**config.mk**
```make
export PLATFORM = sky130hd
export DESIGN_NAME = dmt_cell
export DESIGN_NICKNAME = d
export VERILOG_FILES = /design/src/design/dmt_pkg.sv /design/src/design/dmt_cell.sv
export SDC_FILE = /design/constraint.sdc
export NUM_CORES = 1
export LEC_CHECK = 0
export ABC_AREA = 1
export BUFFER_PORTS_ARGS = -buffer_cell sky130_fd_sc_hd__buf_2
export CORE_AREA = 2 2 199 201
export DETAILED_ROUTE_END_ITERATION = 8
export DIE_AREA = 0 0 201 203
export PLACE_DENSITY = 0.67
export REMOVE_ABC_BUFFERS = 1
export SYNTH_ARGS = -nofsm -noshare
export SYNTH_HDL_FRONTEND = slang
export SYNTH_SLANG_ARGS = --single-unit
```
**constraint.sdc**
```tcl
create_clock -name clk -period 8.8 [get_ports clk]
set_input_delay 1.76 -clock clk [delete_from_list [all_inputs] [get_ports clk]]
set_output_delay 1.76 -clock clk [all_outputs]
set_load 0.005 [all_outputs]
```
**src/design/dmt_pkg.sv**
```systemverilog
`timescale 1ns / 1ps
`default_nettype none

package dmt_pkg;

  localparam int MAX_ENTRIES = 16;
  localparam int IDX_W       = (MAX_ENTRIES > 1) ? $clog2(MAX_ENTRIES) : 1;
  localparam int CNT_W       = $clog2(MAX_ENTRIES + 1);

  localparam int FREQ_W = 32;
  localparam int STR_W  = 12;
  localparam int DUR_W  = 32;
  localparam int TOL_W  = 24;

  localparam logic [TOL_W-1:0] TOL_RESET = TOL_W'(5000);

  localparam logic KIND_ADD   = 1'b0;
  localparam logic KIND_CLEAR = 1'b1;

  typedef struct packed {
    logic                    kind;
    logic [FREQ_W-1:0]       frequency_hz;
    logic signed [STR_W-1:0] strength;
    logic [DUR_W-1:0]        dwell_ms;
  } in_t;

  typedef struct packed {
    logic [3:0]              slot;
    logic                    merged;
    logic                    evicted;
    logic signed [STR_W-1:0] entry_strength;
    logic [DUR_W-1:0]        entry_dwell_ms;
    logic [4:0]              entry_count;
  } out_t;

  typedef struct packed {
    logic [FREQ_W-1:0]       freq;
    logic signed [STR_W-1:0] strength;
    logic [DUR_W-1:0]        dur;
  } entry_t;

  // search beat walking down the cell row
  typedef struct packed {
    logic                    valid;
    logic                    found;
    logic [IDX_W-1:0]        slot;
    logic [FREQ_W-1:0]       freq;
    logic signed [STR_W-1:0] strength;
    logic [DUR_W-1:0]        dur;
    logic signed [STR_W-1:0] res_strength;
    logic [DUR_W-1:0]        res_dur;
  } tok_t;

  typedef struct packed {
    logic shift;
    logic load;
  } cell_ctrl_t;

endpackage

`default_nettype wire

```
**src/design/dmt_cell.sv**
```systemverilog
`timescale 1ns / 1ps
`default_nettype none

module dmt_cell (
  input  wire                        clk,
  input  wire                        rst_n,
  input  wire logic [dmt_pkg::IDX_W-1:0] idx,
  input  wire logic [dmt_pkg::CNT_W-1:0] count,
  input  wire logic [dmt_pkg::TOL_W-1:0] tol,
  input  wire dmt_pkg::cell_ctrl_t   ctrl,
  input  wire dmt_pkg::entry_t       load_data,
  input  wire dmt_pkg::entry_t       upper,
  output dmt_pkg::entry_t            ent,
  input  wire dmt_pkg::tok_t         tok_in,
  output dmt_pkg::tok_t              tok_out
);
  import dmt_pkg::*;

  entry_t                  ent_r, ent_nxt;
  tok_t                    tok_r, tok_nxt;
  logic [FREQ_W-1:0]       diff;
  logic                    live;
  logic                    match;
  logic [DUR_W:0]          sum;
  logic [DUR_W-1:0]        sat_dur;
  logic signed [STR_W-1:0] max_str;

  always_comb begin
    diff    = (ent_r.freq > tok_in.freq) ? (ent_r.freq - tok_in.freq)
                                         : (tok_in.freq - ent_r.freq);
    live    = {1'b0, idx} < (IDX_W + 1)'(count);
    match   = tok_in.valid && !tok_in.found && live &&
              (diff <= {{(FREQ_W - TOL_W){1'b0}}, tol});
    sum     = {1'b0, ent_r.dur} + {1'b0, tok_in.dur};
    sat_dur = sum[DUR_W] ? {DUR_W{1'b1}} : sum[DUR_W-1:0];
    max_str = (tok_in.strength > ent_r.strength) ? tok_in.strength : ent_r.strength;
  end

  always_comb begin
    ent_nxt = ent_r;
    tok_nxt = tok_in;
    if (ctrl.load) begin
      ent_nxt = load_data;
    end else if (ctrl.shift) begin
      ent_nxt = upper;
    end else if (match) begin
      ent_nxt.strength = max_str;
      ent_nxt.dur      = sat_dur;
    end
    if (match) begin
      tok_nxt.found        = 1'b1;
      tok_nxt.slot         = idx;
      tok_nxt.res_strength = max_str;
      tok_nxt.res_dur      = sat_dur;
    end
  end

  always_ff @(posedge clk) begin
    ent_r <= ent_nxt;
  end

  always_ff @(posedge clk) begin
    if (!rst_n) begin
      tok_r.valid <= 1'b0;
    end else begin
      tok_r <= tok_nxt;
    end
  end

  assign ent     = ent_r;
  assign tok_out = tok_r;

endmodule

`default_nettype wire

```
==> impl_metrics.yaml, run 1 <==
power_and_ir_drop:
  vdd_drop_max_mv: 0.1782
  clkPwrFrac_pct: 27.9
  leakagePower_nw: 10.66
  combPwrFrac_pct: 38.5
  switching_power_w: 0.001404
  p_int_w: 0.002187
  switching_share_pct: 39.10
  sequentialPowerShare_pct: 33.7
  p_per_area_nw_per_um2: 180.6
  fin_total_pwr_w: 0.003591
setup_path:
  crit_arrival_ns: 6.83
  cpMaxStageDelayCell: "nand3_2"
  cp_max_fo: 34
  crit_type: "in2reg"
  rr_worst_depth: 30
  cp.required_ns: 9.07
  endpoint_kind: "flip-flop"
  cp-start-kind: "input port"
  critical_path.max_stage_delay_ns: 0.50
  ff2ff_setup_slack_ns: 3.09
  path_common_cell: "nand2_1"
drt:
  drt_wl_total_um: 63040
  vias: 16661
  viasPerCell: 5.080
  antenna_left: 0
  route.detailed.drc: 0
  drt_iter0_markers: 1311
  firstDrtPassIters: 6
  wl_per_cell_um: 19.22
clocking:
  clock_tree.root_cell: "clkbuf_16"
  cts_buffers: 24
  clock_path_buffers: 3
  clk_latency_ns: 0.57
  cts_tree: "done"
  clkSinkCount: 202
  postCtsSetupBuffers: 0
  post_cts_resized: 0
  cts.htree.levels: 1
  cts_hold_buf: 0
  cts.clk_slew.worst_paths_ns: 0.06
grt:
  grt_max_degree: 75
  met1_usage_pct: 36.76
  grt_antenna_before_repair: 10
  grt_usage_pct: 29.82
  use_met3_pct: 4.430
  grtUsageMet2_pct: 53.68
  gr-total-overflow: 0
  grt_pass1_vias: 16364
  gr-max-usage-layer: "met2"
  grt_pass1_wl_um: 93670
finish:
  final_nets: 3189
  area_growth_pct: 24.15
  num-fill-cells: 3879
  drive_gt1_share_pct: 21.46
sta:
  worstMarginPinSlew_ns: 1.051
  rsz0062_at_grt: "false"
  hold_viol: 0
  finClkSkew_ns: 0.03323
  setup_viol: 0
  slew_violations: 0
  setup-tns-final_ns: 0
  finalCritPeriodShare_pct: 74.63
  fmax_ghz: 0.1523
  finalWorstPathRequiredPeriod_ns: 6.567
  max-slew-margin-rel_pct: 29.90
floorplanning:
  pin_count: 517
  rows: 72
  dieArea_um2: 40800
  die_y_um: 203
  die_x_um: 201
  start_util_pct: 41.62
  coreArea_um2: 38470
yosys:
  ys_seq_area_share_pct: 37.82
  synth_cells: 2239
  synth_top_area_share_pct: 37.70
  synth_area_um2: 16010
  ys.flop_type: "edfxtp_1"
  yosys_warnings: 0
  synth_most_common_cell: "nand2_1"
  synth_cell_types: 42
  ys_ff_latch: 202
  synth_commonest_cells: "836 x nand2_1, 356 x inv_1, 201 x edfxtp_1"
  yosys.area.top_type: "edfxtp_1"
  async_reset_ff_share_pct: 0
  synthTopCellsByArea: "edfxtp_1 38%, nand2_1 20%, ha_1 10%"
  synth_edf_count: 201
  avgSynthCellArea_um2: 7.151
placed_design:
  place_congestion: 0.9390
  hpwl_um: 51090
  port_buffers: 516
hold_path:
  min_path_cells: 4
  hp-class: "reg2reg"
job:
  drv_cap: 0
run_status:
  status: "finished clean"
-- critical path: cells and delay by family --
family	cells	cell delay, ns
AOI/OAI and AO/OA	2	0.35
and+or+nand+nor	21	2.84
adders and majority gates	3	0.70
buffers and inverters	5	1.11
-- power groups by stage --
stage / clock (W) / sequential, W / combinational, W
after detailed placement: 0 / 0.00123 / 0.00136
final: 0.00100 / 0.00121 / 0.00138
after global placement: 0 / 0.00123 / 0.00136
after CTS: 0.00102 / 0.00121 / 0.00137
after global routing: 0.00105 / 0.00122 / 0.00154
after floorplan: 0 / 0.00123 / 0.000811
-- flip-flops by register name, summed over array words and instances (netlist names) --
register	count
tok_out	126
ent	76
-- cells in the final DEF (no fill, tap or decap), drive strengths merged --
master,Yosys,layout
a31oi,8,8
dfxtp,1,1
xor2,23,23
buf,35,532
a21oi,99,99
bufinv,0,2
o211ai,2,2
o21ai,134,134
nor3,6,6
o221ai,3,3
fa,3,3
diode,0,8
nor4,3,3
nand3b,5,5
nand3,83,83
o2111ai,5,5
a21boi,3,3
o21a,3,3
nand4,61,61
ha,134,134
inv,363,364
clkbuf,25,27
clkinv,1,13
a21o,3,3
o22ai,2,2
clkinvlp,0,1
nor2,162,162
edfxtp,201,201
mux2i,1,1
xnor2,21,21
o21bai,9,9
nand2,840,840
-- cell type report --
| type | count | area, um2 | share of cell area, % |
|---|---|---|---|
| diodes | 8 | 20.02 | 0.1007 |
| clock buffers | 27 | 611.8 | 3.078 |
| clock inverters | 16 | 160.2 | 0.8056 |
| inverters | 364 | 1366 | 6.873 |
| multi-input cells | 1613 | 8305 | 41.78 |
| flip-flops and latches | 202 | 6056 | 30.46 |
| well taps | 518 | 648.1 | 3.260 |
| repair buffers | 532 | 2711 | 13.64 |
-- worst paths after layout --
path / start / end
worst max-delay path: tok_in[88] / ent[6]
worst min-delay path: ent[37] / tok_out[37]
worst max register to register: ent[44] / ent[6]
worst min register to register: ent[37] / tok_out[37]
-- per-stage QoR --
step | std cells | cell area [um2] | setup slack, ns | hold WS [ns] | utilization (%)
2_1_floorplan | 2179 | 15700 | 1.625 | 0.7191 | -
3_5_place_dp | 3229 | 19090 | 1.622 | 0.7340 | 49.62
3_3_place_gp | 3229 | 19090 | 1.619 | 0.7303 | 49.62
4_1_cts | 3272 | 19860 | 2.217 | 0.7517 | 51.63
6_report | 3280 | 19880 | 2.233 | 0.7645 | 51.68
5_1_grt | 3279 | 19880 | 1.703 | 0.8335 | 51.67
-- metal layers --
layer | vias to the layer above | part of all wire, %
met3 | 87 | 6.4
met1 | 7734 | 41
li1 | 8191 | -
met5 | - | 0.043
met4 | 4 | 2.9
met2 | 645 | 50
-- logic make-up (layout without fill, tap and decap cells) --
kind of cell | after synthesis | after routing | share of synthesized area [%]
AO/OA/AOI/OAI | 271 | 271 | 9.072
XOR/XNOR | 44 | 44 | 2.407
adder cells (fa/ha/maj) | 137 | 137 | 10.85
buffers and inverters | 424 | 939 | 10.49
flip-flops | 202 | 202 | 37.82
multiplexers | 1 | 1 | 0.06252
other | 0 | 8 | 0
AND/OR/NAND/NOR | 1160 | 1160 | 29.30
(Power assumes the default switching activity.)
==> inputs of run 2 (changes only) <==
--- a/config.mk
+++ b/config.mk
@@ -5,12 +5,11 @@
 export SDC_FILE = /design/constraint.sdc
 export NUM_CORES = 1
 export LEC_CHECK = 0
-export ABC_AREA = 1
+export ABC_AREA = 0
 export BUFFER_PORTS_ARGS = -buffer_cell sky130_fd_sc_hd__buf_2
-export CORE_AREA = 2 2 199 201
+export CORE_AREA = 2 2 201 203
 export DETAILED_ROUTE_END_ITERATION = 8
-export DIE_AREA = 0 0 201 203
-export PLACE_DENSITY = 0.67
+export DIE_AREA = 0 0 203 205
 export REMOVE_ABC_BUFFERS = 1
 export SYNTH_ARGS = -nofsm -noshare
 export SYNTH_HDL_FRONTEND = slang
==> constraint.sdc (replaced) <==
create_clock -name clk -period 6 [get_ports clk]
set_input_delay 1.2 -clock clk [delete_from_list [all_inputs] [get_ports clk]]
set_output_delay 1.2 -clock clk [all_outputs]
set_load 0.005 [all_outputs]
==> run 2 against run 1 <==
- the run now ends with setup timing left
- setup slack worse by 2.3 ns
- first-iteration DRC count down 48%
- core utilization down 0.60 points
- global-route usage down 6.1 points
- routed wire length down 17%
- area after synthesis down 11%
- clock power up 35%
- sequential power up 47%
- critical path type unchanged
- critical endpoint is now ent[32]
- highest routed layer unchanged
==> impl_metrics.yaml, run 2 <==
run_status:
  status: "complete, but fails checks"
  violations: "setup timing"
sta:
  finalCritPeriodShare_pct: 101.1
  finalWorstPathRequiredPeriod_ns: 6.068
  slew_violations: 0
  worstMarginPinSlew_ns: 0.9828
  finClkSkew_ns: 0.02125
  hold_slack_ns: 0.7595
  fmax_ghz: 0.1648
  setup_slack_ns: -0.06828
  hold_viol: 0
  rsz0062_at_grt: "true"
  setup-tns-final_ns: -2.977
  max-slew-margin-rel_pct: 34.48
  setup_viol: 83
setup_path:
  cp.required_ns: 6.26
  crit_end: "ent[32]"
  startpoint: "tok_in[96]"
  ff2ff_setup_slack_ns: 0.18
  crit_arrival_ns: 6.33
  cpMaxStageDelayCell: "or3b_1"
  endpoint_kind: "flip-flop"
  rr_worst_depth: 28
  crit_type: "in2reg"
  critical_path.max_stage_delay_ns: 0.33
  reg2reg_to: "ent[32]"
  cp_max_fo: 7
  rr_startpoint: "ent[57]"
  cp-start-kind: "input port"
drt:
  route.detailed.drc: 0
  dr_wl_met2_um: 27090
  antenna_left: 0
  top_layer: "met5"
  dr_wl_met3_um: 3168
  wl_per_cell_um: 19.91
  drt_iter0_markers: 678
  vias: 13329
  drt_wl_total_um: 52060
  viasPerCell: 5.097
  firstDrtPassIters: 5
  wl_met1_um: 20500
yosys:
  synth_most_common_cell: "edfxtp_1"
  synthMuxAreaShare_pct: 10.68
  yosys.area.top_type: "edfxtp_1"
  synth_cell_types: 69
  async_reset_ff_share_pct: 0
  synth_commonest_cells: "201 x edfxtp_1, 135 x nand2_1, 134 x ha_1"
  synth_compound_area_share_pct: 15.72
  synthTopCellsByArea: "edfxtp_1 42%, ha_1 12%, mux2_2 6.6%"
  synth_top_area_share_pct: 42.42
  yosys_warnings: 0
  synth_area_um2: 14230
  ys_seq_area_share_pct: 42.56
  avgSynthCellArea_um2: 10.23
  synth_edf_count: 201
  yosys.area_share.simple_pct: 9.938
  synth_cells: 1391
  ys_ff_latch: 202
  synth-adder-area-share_pct: 12.21
  ys.flop_type: "edfxtp_1"
  synth_xor_area_share_pct: 3.570
  synth_top_family_by_area: "compound AO/OA/AOI/OAI gates"
clocking:
  cts.htree.levels: 1
  clkSinkCount: 202
  cts.clk_slew.worst_paths_ns: 0.06
  clock_tree.root_cell: "clkbuf_16"
  cts_hold_buf: 0
  cts_tree: "done"
  cts_buffers: 24
  clock_path_buffers: 3
  clk_latency_ns: 0.57
finish:
  area_growth_pct: 41.33
  final_nets: 2523
  final_cell_mix: "505 x buf_2, 201 x edfxtp_1, 174 x buf_4, 135 x nand2_1, 129 x inv_1"
  final_util_pct: 51.08
  largest_register_ffs: 126
  layout_commonest_cell: "buf_2"
  drive_gt1_share_pct: 42.17
power_and_ir_drop:
  p_per_area_nw_per_um2: 259.2
  vdd_drop_max_mv: 0.2182
  leakagePower_nw: 9.457
hold_path:
  hp-class: "reg2reg"
  min_from: "ent[42]"
placed_design:
  pre_cts_slack_ns: -0.8370
  port_buffers: 516
  hpwl_um: 41390
  place_congestion: 0.9110
floorplanning:
  die_y_um: 205
  die_x_um: 203
  pin_count: 517
  dieArea_um2: 41620
  start_util_pct: 36.14
  rows: 73
  coreArea_um2: 39370
job:
  drv_cap: 0
grt:
  grt_usage_pct: 23.76
  grt_pass1_vias: 13557
  grt_pass1_wl_um: 76420
  grt_antenna_before_repair: 5
  grt_max_degree: 90
  gr-total-overflow: 0
[run 2: cell count changes after synthesis, moves of 21 or more]
cell,delta
nand3_1,-61
o21ai_0,-21
nand4_1,-38
nand2_1,-701
nor2_1,-98
inv_1,-227
a21o_1,+30
mux2i_1,+48
mux2_2,+84
[run 2: per-stage QoR]
step,area (um2),power (W),cells
after floorplan,13950,0.002831,1333
after global placement,18470,0.003678,2536
final,20110,0.005212,2615
after detailed placement,18470,0.003699,2536
after global routing,20110,0.005504,2614
after CTS,19660,0.005152,2598
[run 2: layer usage]
metal	GRT usage (%)	up-vias
li1	-	6450
met1	27.52	6368
met2	44.95	438
met3	4.534	69
met4	5.527	4
met5	0	-
[run 2: logic make-up (layout without fill, tap and decap cells)]
logic type / after synthesis / in the layout
XOR/XNOR: 58 / 58
AO/OA/AOI/OAI: 363 / 363
other: 0 / 3
adder cells (fa/ha/maj): 137 / 137
buffers and inverters: 187 / 883
AND/OR/NAND/NOR: 304 / 304
multiplexers: 140 / 140
flip-flops: 202 / 202
[run 2: timing repair]
action,4_1_cts,5_1_grt
setup endpoints to repair,91,93
cloned,3,3
gates resized for setup,45,73
pin swaps,5,20
buffers inserted,17,12
[run 2: critical path, delay by kind of cell]
family	cells	cell delay (ns)
xor+xnor	1	0.13
simple gates	8	1.61
buf+inv	7	1.01
mux	1	0.30
compound gates	9	1.53
fa+ha+maj	2	0.52
[run 2: worst min-delay path by stage]
stage,end,slack (ns),depth (start not counted)
finish,tok_out[42],0.76,2
global route,tok_out[33],0.80,2
CTS,tok_out[42],0.75,2
detailed placement,tok_out[42],0.74,2
global placement,tok_out[37],0.74,2
floorplan,tok_out[33],0.73,2
[run 2: area by class of cell]
cell class	instances	area, um2
multi-input combinational	1002	7843
clock inverter	11	78.83
tap	525	656.9
inverter	129	484.2
clock buffer	31	626.9
antenna	3	7.507
timing repair buffer	712	4355
fill	3693	19260
sequential	202	6056
[run 2: power breakdown]
| part | internal, W | switching [W] |
|---|---|---|
| clock network | 0.000738 | 0.000609 |
| logic | 0.000987 | 0.00110 |
| registers | 0.00170 | 0.0000733 |
| total | 0.00343 | 0.00178 |
